===== config.mk =====
export PLATFORM = sky130hd
export DESIGN_NAME = ir_pulse_distance_frame_decoder_core
export DESIGN_NICKNAME = d
export VERILOG_FILES = /design/src/hw/rtl/irpd_pkg.sv /design/src/hw/rtl/irpd_classify.sv /design/src/hw/rtl/irpd_decode.sv /design/src/hw/rtl/ir_pulse_distance_frame_decoder_core.sv
export SDC_FILE = /design/constraint.sdc
export NUM_CORES = 1
export LEC_CHECK = 0
export BUFFER_PORTS_ARGS = -buffer_cell sky130_fd_sc_hd__clkbuf_2
export CAP_MARGIN = 0
export CORE_ASPECT_RATIO = 1.1
export CORE_UTILIZATION = 40
export CTS_BUF_LIST = sky130_fd_sc_hd__clkbuf_8
export DETAILED_ROUTE_END_ITERATION = 10
export PLACE_DENSITY = 0.59
export RECOVER_POWER = 100
export SLEW_MARGIN = 20
export SYNTH_ARGS = -nofsm -noshare
export SYNTH_HDL_FRONTEND = slang
export SYNTH_HIERARCHICAL = 1
export SYNTH_SLANG_ARGS = --single-unit

===== constraint.sdc =====
create_clock -name clk_i -period 4.15 [get_ports clk_i]
set_input_delay 0.83 -clock clk_i [delete_from_list [all_inputs] [get_ports clk_i]]
set_output_delay 0.83 -clock clk_i [all_outputs]
set_load 0.02 [all_outputs]

===== src/hw/rtl/irpd_pkg.sv =====
// Shared types, codes and constants for the infrared pulse-distance frame decoder.
package irpd_pkg;

  localparam int unsigned FrameBitsDefault = 32;
  localparam int unsigned IntervalW        = 16;
  localparam int unsigned WinW             = 32;
  localparam int unsigned HalfW            = 16;
  localparam int unsigned MatchW           = 24;
  localparam int unsigned ByteW            = 8;
  localparam int unsigned CfgIdxW          = 3;
  localparam int unsigned CfgDataW         = 32;
  localparam int unsigned WordW            = 32;

  localparam logic [MatchW-1:0] MatchCodeReset = 24'h00BF15;
  localparam logic [ByteW-1:0]  KeyCheckAll    = 8'hFF;

  typedef enum logic [1:0] {
    OP_EDGE    = 2'd0,
    OP_TIMEOUT = 2'd1,
    OP_BUTTON  = 2'd2
  } op_e;

  typedef enum logic [2:0] {
    ST_BIT         = 3'd0,
    ST_FRAME_OK    = 3'd1,
    ST_TIMING_ERR  = 3'd2,
    ST_CHECK_FAIL  = 3'd3,
    ST_REPEAT      = 3'd4,
    ST_START       = 3'd5,
    ST_TIMEOUT     = 3'd6,
    ST_BUTTON      = 3'd7
  } status_e;

  typedef enum logic [CfgIdxW-1:0] {
    CFG_START_WIN  = 3'd0,
    CFG_REPEAT_WIN = 3'd1,
    CFG_ZERO_WIN   = 3'd2,
    CFG_ONE_WIN    = 3'd3,
    CFG_MATCH_CODE = 3'd4
  } cfg_idx_e;

  typedef struct packed {
    logic [WinW-1:0] start;
    logic [WinW-1:0] rpt;
    logic [WinW-1:0] zero;
    logic [WinW-1:0] one;
  } windows_t;

  typedef struct packed {
    logic start;
    logic rpt;
    logic zero;
    logic one;
  } win_hit_t;

  // Packed so that address_high lands in the lowest bits.
  typedef struct packed {
    logic [ByteW-1:0] repeat_count;
    logic             output_level;
    logic             code_matched;
    logic [ByteW-1:0] key_inverse;
    logic [ByteW-1:0] key_code;
    logic [ByteW-1:0] address_low;
    logic [ByteW-1:0] address_high;
  } result_t;

  // True when x lies strictly between the minimum (low half) and maximum (high half).
  function automatic logic in_window(logic [WinW-1:0] win, logic [IntervalW-1:0] x);
    return (x > win[HalfW-1:0]) && (x < win[WinW-1:HalfW]);
  endfunction

endpackage


===== src/hw/rtl/irpd_classify.sv =====
// Window comparators that classify one edge interval against the four timing windows.
module irpd_classify
  import irpd_pkg::*;
(
  input  windows_t               windows_i,
  input  logic [IntervalW-1:0]   interval_i,
  output win_hit_t               hit_o
);

  assign hit_o.start = in_window(windows_i.start, interval_i);
  assign hit_o.rpt   = in_window(windows_i.rpt,   interval_i);
  assign hit_o.zero  = in_window(windows_i.zero,  interval_i);
  assign hit_o.one   = in_window(windows_i.one,   interval_i);

endmodule


===== src/hw/rtl/irpd_decode.sv =====
// Frame state, per-item decode and the result register of the infrared decoder.
module irpd_decode
  import irpd_pkg::*;
#(
  parameter int unsigned FRAME_BITS = FrameBitsDefault
) (
  input  logic                clk_i,
  input  logic                rst_ni,
  input  logic                in_valid_i,
  input  logic [1:0]          op_i,
  input  win_hit_t            hit_i,
  input  logic [MatchW-1:0]   match_code_i,
  input  logic                out_ready_i,
  output logic                take_o,
  output logic                out_valid_o,
  output status_e             status_o,
  output result_t             result_o
);

  localparam int unsigned IdxW = $clog2(FRAME_BITS);
  localparam int unsigned CntW = $clog2(FRAME_BITS + 1);
  localparam logic [CntW-1:0] IdxClosed = CntW'(FRAME_BITS);

  logic [FRAME_BITS-1:0] frame_q, frame_d, frame_set;
  logic [CntW-1:0]       idx_q, idx_d, idx_inc;
  logic                  bad_q, bad_d, bad_new;
  logic [ByteW-1:0]      rep_q, rep_d;
  logic                  pin_q, pin_d;
  logic                  out_valid_q, out_valid_d;
  status_e               status_q, status_new;
  result_t               result_q, result_new;
  logic                  has_res;
  logic                  bit_one;
  logic [WordW-1:0]      frame_ext;
  logic [ByteW-1:0]      b0, b1, b2, b3;

  assign take_o = in_valid_i && (!out_valid_q || out_ready_i);

  // A bit inside both windows counts as zero; outside both it is a timing error.
  assign bit_one   = !hit_i.zero && hit_i.one;
  assign bad_new   = bad_q || (!hit_i.zero && !hit_i.one);
  assign frame_set = frame_q | (FRAME_BITS'(bit_one) << idx_q[IdxW-1:0]);
  assign idx_inc   = idx_q + 1'b1;
  assign frame_ext = WordW'(frame_set);
  assign b0 = frame_ext[ByteW-1:0];
  assign b1 = frame_ext[2*ByteW-1:ByteW];
  assign b2 = frame_ext[3*ByteW-1:2*ByteW];
  assign b3 = frame_ext[4*ByteW-1:3*ByteW];

  always_comb begin
    frame_d    = frame_q;
    idx_d      = idx_q;
    bad_d      = bad_q;
    rep_d      = rep_q;
    pin_d      = pin_q;
    has_res    = 1'b0;
    status_new = ST_BIT;
    result_new = '0;
    if (take_o) begin
      unique case (op_i)
        OP_EDGE: begin
          has_res = 1'b1;
          if (hit_i.start) begin
            frame_d    = '0;
            idx_d      = '0;
            bad_d      = 1'b0;
            rep_d      = '0;
            status_new = ST_START;
          end else if (hit_i.rpt) begin
            rep_d      = rep_q + 1'b1;
            status_new = ST_REPEAT;
          end else if (idx_q >= IdxClosed) begin
            // Data edge with no frame open leaves the state alone.
            status_new = ST_TIMING_ERR;
          end else begin
            frame_d    = frame_set;
            idx_d      = idx_inc;
            bad_d      = bad_new;
            status_new = ST_BIT;
            if (idx_inc >= IdxClosed) begin
              bad_d = 1'b0;
              if (bad_new) begin
                status_new = ST_TIMING_ERR;
              end else begin
                result_new.address_high = b0;
                result_new.address_low  = b1;
                result_new.key_code     = b2;
                result_new.key_inverse  = b3;
                if ((b2 | b3) == KeyCheckAll) begin
                  status_new = ST_FRAME_OK;
                  if ({b0, b1, b2} == match_code_i) begin
                    result_new.code_matched = 1'b1;
                    pin_d = !pin_q;
                  end
                end else begin
                  status_new = ST_CHECK_FAIL;
                end
              end
            end
          end
        end
        OP_TIMEOUT: begin
          has_res    = 1'b1;
          rep_d      = '0;
          idx_d      = IdxClosed;
          bad_d      = 1'b0;
          status_new = ST_TIMEOUT;
        end
        OP_BUTTON: begin
          has_res    = 1'b1;
          pin_d      = !pin_q;
          status_new = ST_BUTTON;
        end
        default: begin
          has_res = 1'b0;
        end
      endcase
    end
    result_new.output_level = pin_d;
    result_new.repeat_count = rep_d;
    out_valid_d = has_res ? 1'b1 : (out_ready_i ? 1'b0 : out_valid_q);
  end

  always_ff @(posedge clk_i or negedge rst_ni) begin
    if (!rst_ni) begin
      frame_q     <= '0;
      idx_q       <= IdxClosed;
      bad_q       <= 1'b0;
      rep_q       <= '0;
      pin_q       <= 1'b1;
      out_valid_q <= 1'b0;
    end else begin
      frame_q     <= frame_d;
      idx_q       <= idx_d;
      bad_q       <= bad_d;
      rep_q       <= rep_d;
      pin_q       <= pin_d;
      out_valid_q <= out_valid_d;
    end
  end

  always_ff @(posedge clk_i) begin
    if (has_res) begin
      status_q <= status_new;
      result_q <= result_new;
    end
  end

  assign out_valid_o = out_valid_q;
  assign status_o    = status_q;
  assign result_o    = result_q;

`ifndef SYNTHESIS
  a_idx_range: assert property (@(posedge clk_i) disable iff (!rst_ni)
    idx_q <= IdxClosed)
    else $error("bit index beyond frame length");

  a_bytes_zero: assert property (@(posedge clk_i) disable iff (!rst_ni)
    (out_valid_q && !(status_q == ST_FRAME_OK || status_q == ST_CHECK_FAIL)) |->
    (result_q.address_high == '0 && result_q.address_low == '0 &&
     result_q.key_code == '0 && result_q.key_inverse == '0))
    else $error("byte fields set on a result without a completed frame");

  a_match_ok: assert property (@(posedge clk_i) disable iff (!rst_ni)
    (out_valid_q && result_q.code_matched) |-> (status_q == ST_FRAME_OK))
    else $error("code match reported on a frame that did not pass");

  a_pin_hold: assert property (@(posedge clk_i) disable iff (!rst_ni)
    !take_o |=> $stable(pin_q))
    else $error("output level changed without a taken item");
`endif

endmodule


===== src/hw/rtl/ir_pulse_distance_frame_decoder_core.sv =====
// Top level of the infrared pulse-distance frame decoder: ports, configuration and input register.
// Path: an item accepted into the input register is decoded from there into the result register,
//   which offers it on the output; a stalled output holds items back in both registers.
// Throughput: one item per cycle while the output is not stalled; decode updates the frame state.
// Reset clears all frame state, sets the output level high, closes any frame and loads the
//   configuration registers with their defaults; the block accepts items right after reset.
module ir_pulse_distance_frame_decoder_core
  import irpd_pkg::*;
#(
  parameter int unsigned FRAME_BITS = FrameBitsDefault
) (
  input  logic                clk_i,
  input  logic                rst_ni,
  // Configuration write port.
  input  logic                cfg_we_i,
  input  logic [CfgIdxW-1:0]  cfg_index_i,
  input  logic [CfgDataW-1:0] cfg_data_i,
  // Input stream.
  input  logic                s_axis_tvalid_i,
  output logic                s_axis_tready_o,
  input  logic [15:0]         s_axis_tdata_i,   // interval[15:0]
  input  logic [1:0]          s_axis_tuser_i,   // opcode[1:0]
  // Result stream.
  output logic                m_axis_tvalid_o,
  input  logic                m_axis_tready_i,
  output logic [47:0]         m_axis_tdata_o,   // address_high[7:0], address_low[15:8],
                                                // key_code[23:16], key_inverse[31:24],
                                                // code_matched[32], output_level[33],
                                                // repeat_count[41:34], zero fill
  output logic [2:0]          m_axis_tuser_o    // status[2:0]
);

  localparam int unsigned ResW = $bits(result_t);

  windows_t             win_q;
  logic [MatchW-1:0]    match_q;
  logic                 in_valid_q;
  logic [1:0]           op_q;
  logic [IntervalW-1:0] iv_q;
  logic                 take;
  logic                 in_accept;
  win_hit_t             hit;
  status_e              status;
  result_t              result;

  // Configuration registers: the user must write only while idle; the block does not enforce it.
  always_ff @(posedge clk_i or negedge rst_ni) begin
    if (!rst_ni) begin
      win_q   <= '0;
      match_q <= MatchCodeReset;
    end else if (cfg_we_i) begin
      unique case (cfg_index_i)
        CFG_START_WIN:  win_q.start <= cfg_data_i;
        CFG_REPEAT_WIN: win_q.rpt   <= cfg_data_i;
        CFG_ZERO_WIN:   win_q.zero  <= cfg_data_i;
        CFG_ONE_WIN:    win_q.one   <= cfg_data_i;
        CFG_MATCH_CODE: match_q     <= cfg_data_i[MatchW-1:0];
        default: begin
        end
      endcase
    end
  end

  // The input register frees up in the same cycle its item moves into decode,
  // so a stalled result only backs up the input once both stages are full.
  assign s_axis_tready_o = !in_valid_q || take;
  assign in_accept       = s_axis_tvalid_i && s_axis_tready_o;

  always_ff @(posedge clk_i or negedge rst_ni) begin
    if (!rst_ni) begin
      in_valid_q <= 1'b0;
    end else if (in_accept) begin
      in_valid_q <= 1'b1;
    end else if (take) begin
      in_valid_q <= 1'b0;
    end
  end

  always_ff @(posedge clk_i) begin
    if (in_accept) begin
      op_q <= s_axis_tuser_i;
      iv_q <= s_axis_tdata_i;
    end
  end

  irpd_classify u_classify (
    .windows_i  (win_q),
    .interval_i (iv_q),
    .hit_o      (hit)
  );

  // Decode holds the frame state and the result register. An item with the
  // unused opcode is consumed there without producing a result.
  irpd_decode #(
    .FRAME_BITS (FRAME_BITS)
  ) u_decode (
    .clk_i        (clk_i),
    .rst_ni       (rst_ni),
    .in_valid_i   (in_valid_q),
    .op_i         (op_q),
    .hit_i        (hit),
    .match_code_i (match_q),
    .out_ready_i  (m_axis_tready_i),
    .take_o       (take),
    .out_valid_o  (m_axis_tvalid_o),
    .status_o     (status),
    .result_o     (result)
  );

  assign m_axis_tdata_o = {(48 - ResW)'(0), result};
  assign m_axis_tuser_o = status;

endmodule


Yosys cells after proc, flatten, opt, wreduce, memory -nomap -nowiden:

Index checks and enable logic that the tools add are counted.

* bits in latches: 0
* input bits: 58
* memories: 0
* RAM bits: 0
* bits in registers: 265
* ROM bits: 0
* output and inout port bits: 53
* word-level logic and storage cells: 123

* bitwise operators: 6
* $mul: 0
* shifts and indexed selects: 1
* mux-type cells: 39
* divide/modulo/power cells: 0
* $lt $le $gt $ge: 10
* add/sub/neg operators: 2
* equal/unequal tests: 12
* reduce and logical (&&, ||, !) cells: 31

Operator list (number)
* 32-bit 2-to-1 mux: 3
* 16-bit > comparator: 4
* 16-bit < comparator: 4
* 32-bit bitwise OR: 1
* 1-bit by 5-bit << shifter with 32-bit output: 1
* 24-bit equality test: 1
* 8-bit 2-to-1 mux: 3
* 1-bit 2-to-1 mux: 19
* 6-bit 2-to-1 mux: 3
* 8-bit one-hot mux with 2 select lines: 1
* 3-bit 2-to-1 mux: 5
* 6-bit greater-or-equal comparator (second input constant): 2
* 6-bit one-hot mux with 2 select lines: 1
* 2-bit AND reduction: 5
* 3-bit one-hot mux with 3 select lines: 1
* 8-bit by 1-bit adder with 8-bit output (second input constant): 1
* 8-bit equality test (second input constant): 1
* 1-bit logical AND: 8
* 8-bit bitwise OR: 1
* 4-bit AND reduction: 2
* 8-bit OR reduction: 1
* 7-bit OR reduction: 1
* 6-bit by 1-bit adder with 6-bit output (second input constant): 1
* 3-bit by 2-bit equality test with 1-bit output (second input constant): 2
* 16 further kinds: 29

Logic depth before layout (Yosys ltp):

* depth after elaboration: 16
* depth in mapped cells: 15
* gate-level depth less buffers: 14

Cells and area by module:

Netlist, hierarchy kept.

Modules (own cells, without submodules)
* ir_pulse_distance_frame_decoder_core: cells each 355, seq. area each 4381.7 um^2, area an instance 6461.2 um^2, times used 1
* irpd_decode: cells each 431, seq. area each 2580.0 um^2, area an instance 4513.1 um^2, times used 1
* irpd_classify: cells each 428, seq. area each 0.0 um^2, area an instance 3123.0 um^2, times used 1

Least setup slack after synthesis:

No wires, ideal clock.

* kind: reg-to-reg
* from: register iv_q[1]
* to: register u_decode.result_q, in the netlist u_decode/result_o[33] (data pin)
* cell stages (with the launch flop): 13
* buffers on the path: 0
* slack: 0.130 ns
* data arrival time: 3.848 ns
* clock period less this slack: 4.020 ns
* setup time: 0.172 ns
* required time: 3.978 ns
* cell sequence: edfxtp_1 -> ha_1 -> a2111oi_2 -> a21oi_1 -> a2111oi_2 -> nor4b_2 -> nor3b_1 -> a41oi_1 -> xnor2_1 -> nor4_1 -> nand4_1 -> or4_1 -> o211ai_1

RTL lines
* from (decl): RTL line ir_pulse_distance_frame_decoder_core.sv:39 `logic [IntervalW-1:0] iv_q;`
* from (signal assigned): RTL line ir_pulse_distance_frame_decoder_core.sv:82 `iv_q <= s_axis_tdata_i;`
* to (signal assigned): RTL line irpd_decode.sv:145 `result_q <= result_new;`
* to (decl): RTL line irpd_decode.sv:31 `result_t result_q, result_new;`

==> impl_metrics.tcl <==
set metrics [dict create \
    worstReg2RegStart "iv_q[1]" \
    final_max_slew_viol_count 230 \
    via_per_inst 5.21 \
    num_vias 10200 \
    totalNegativeSetupSlack_ns -0.0417 \
    path_class "reg2reg" \
    grtUsageTotal_pct 21.0 \
    cp.depth 14 \
    final.fill_count 3171 \
    hold_path_class "in2reg" \
    rsz0062_at_grt "yes" \
    leakagePower_nw 7.80 \
    antenna_cells 0 \
    gp_congestion 0.880 \
    antenna_found_initial 0 \
    seq_area_frac_synth_pct 49.4 \
    drt_drc_violations_left 0 \
    numCtsBuffers 47 \
    critPathLaunchType "register" \
    root_buffer "clkbuf_8" \
    critPathMaxStageDelay_ns 0.56 \
    worst_slack_ns -0.0417 \
    synth-seq-cells 265 \
    arrival_ns 4.57 \
    dr_wl_met2_mm 18.4 \
    yosys-top-cells-area "dfrtp_1 (34%), edfxtp_1 (13%), ha_1 (12%)" \
    setup_viol 1 \
    synth_area_mm2 0.0141 \
    core_mm2 0.0345 \
    num-nets-final 1662 \
    rows 71 \
    synthesis.instances 1214 \
    place_area_mm2 0.0159 \
    ir_drop_uv 290 \
    clkSinkCount 265 \
    initial_core_util_pct 40.9 \
    hold_viol 0 \
    fin_skew_ns 0.0326 \
    routed_wl_mm 37.4 \
    critPathBufInv 3 \
    crit_fanout 4 \
    async_flop_share_pct 76.2 \
    clk_latency_ns 0.59 \
    holdPathStages 1 \
    status "finished with violations" \
    hold-worst-slack_ns 0.421 \
    ios 111 \
    grt_start_max_net_pins 95 \
    relSlewSlack_pct -78.8 \
    grt_overflow 0 \
    dr.max_layer_used "met4" \
    reg2reg_slack_ns -0.04 \
    crit_path_cell_trace "buf_4 > ha_4 > a2111oi_4 > a21oi_4 > a2111oi_4 > nor4b_4 > buf_4 > buf_6 > and3b_2 > a41oi_4 > a22o_1 > or4_4 > or4_1 > o211ai_1" \
    layout.cells.non_filler 1950 \
    critPathLaunch "iv_q[1]" \
    totalPowerFinal_w 0.00839 \
    final_cell_area_mm2 0.0173 \
    fp.dieW_um 181 \
    met3_length_mm 1.49 \
    powerDensity_mw_per_mm2 487 \
    grt_pass1_vias 10400 \
    dieArea_mm2 0.0360 \
    ant_nets 0 \
    cp_top_family "simple AND/OR/NAND/NOR gates" \
    clk_path_buf_depth 3 \
    cp-end-kind "register" \
    htree_levels 2 \
    fin_crit_sh_pct 101 \
    avgRoutedWirePerCell_um 19.2 \
    area_delta_synth_final_pct 22.4 \
    cp-endpoint "u_decode/result_o[33]" \
    ys_warn_count 6 \
    yosysTopAreaCell "dfrtp_1" \
    first_pass_iters 5 \
    register_area_mm2 0.00696 \
    cts_tree "done" \
    finalCriticalPeriod_ns 4.19 \
    grt_first_pass_wirelength_mm 57.9 \
    worstMarginPinSlew_ns 2.67 \
    slowest_stage "or4_4" \
    wl_met1_mm 16.2 \
    portBuffers 104 \
    violations "max-capacitance violations, max-slew violations, negative setup slack" \
    clk_pin_slew_worst_paths_ns 0.06 \
    placed_cells 1835 \
    synthDistinctLibCells 68 \
    synthFlopType "dfrtp_1" \
    drt-initial-drc-count 508 \
    multi_input_area_mm2 0.00665 \
    clock.fmax_ghz 0.239 \
    reg2reg_depth 14 \
    synth-edff-count 63 \
    drive_gt1_share_pct 29.9 \
    cap_viol_max_count 5 \
    cts_hold_buffers 0 \
    cp.required_ns 4.53 \
    r2r_end "u_decode/result_o[33]" \
    dp_hpwl_mm 27.3 \
    final_common_cell "dfrtp_1" \
    final_cell_mix "dfrtp_1 (190), inv_1 (144), ha_1 (124)" \
    synth_area_per_cell_um2 11.6 \
    netlist.area_leader.share_pct 33.7 \
    die_y_um 199 \
]
==> cells by family (layout without fill, tap and decap cells) <==
group	Yosys count	after routing	share of synthesized area, %
adders and majority gates	131	131	11.6
AOI/OAI and AO/OA	204	204	9.36
buffers and inverters	177	470	5.63
xor gates and xnor gates	27	27	1.68
and+or+nand+nor	257	257	9.62
muxes	152	152	12.7
other	1	6	0.0266
DFF	265	265	49.4
==> routing by layer <==
layer  vias up  track usage, %
li1       4863               -
met4         0            8.29
met2       238            37.0
met1      4978            25.8
met5         -               0
met3        81            3.28
==> worst min path at each step <==
stage | from | to | slack, ns
2_1_floorplan | u_decode/bad_q | u_decode/bad_q | 0.44
3_3_place_gp | win_q[37] | win_q[37] | 0.47
3_5_place_dp | win_q[119] | win_q[119] | 0.48
4_1_cts | rst_ni | u_decode/rep_q[3] | 0.35
5_1_grt | s_axis_tdata_i[0] | iv_q[0] | 0.39
6_report | s_axis_tdata_i[12] | iv_q[12] | 0.42
==> stage by stage <==
step	setup slack (ns)	utilization [%]
6_report	-0.0417	50.0
5_1_grt	-0.174	50.0
4_1_cts	-0.0789	49.3
3_5_place_dp	-0.260	46.0
3_3_place_gp	-0.286	46.0
2_1_floorplan	0.130	-
==> Yosys cell counts, drive strengths merged, types with 3 or more instances <==
master	instances
o21ai	37
mux2	152
edfxtp	63
a41oi	7
a221o	3
a22o	8
xnor2	23
a21oi	78
nor2b	6
nand2	40
nand2b	11
ha	131
nor4	12
a211oi	15
inv	131
and2	3
nor3	17
xor2	4
a31oi	16
nor4b	5
and3	6
o211ai	3
nor4bb	5
a21o	13
nor2	89
dfrtp	190
dfstp	12
buf	31
nand3	21
clkbuf	15
nand4	24
o21bai	3
and4	3
o21a	3
a2111oi	8
nor3b	3
or4	3
==> registers in the layout (all words and copies together), names as in the netlist <==
signal and flops:
win_q 128, u_decode/result_o 42, u_decode/frame_q 32, match_q 24, iv_q 16, u_decode/rep_q 8, u_decode/idx_q 6, u_decode/status_o 3
op_q 2, in_valid_q 1, u_decode/bad_q 1, u_decode/out_valid_o 1, u_decode/pin_q 1
==> power by group <==
group          switching (W)  internal [W]  leakage (nW)
Combinational        0.00132       0.00103          4.13
Clock                0.00113       0.00147         0.560
Sequential          0.000292       0.00315          3.11
==> area by class of cell <==
class / instances / area share [%]
multi-input cells: 777 / 38.6
repair buffers: 251 / 9.20
inverters: 131 / 2.85
clock inverters: 36 / 1.70
flip-flops and latches: 265 / 40.4
well taps: 438 / 3.18
clock buffers: 52 / 4.15
==> repair_timing <==
item	in CTS	in global routing
setup endpoints to repair	4	59
setup buffers	3	25
resized for setup	13	51
pin swaps	5	29
Power figures use the tool's default switching activity.
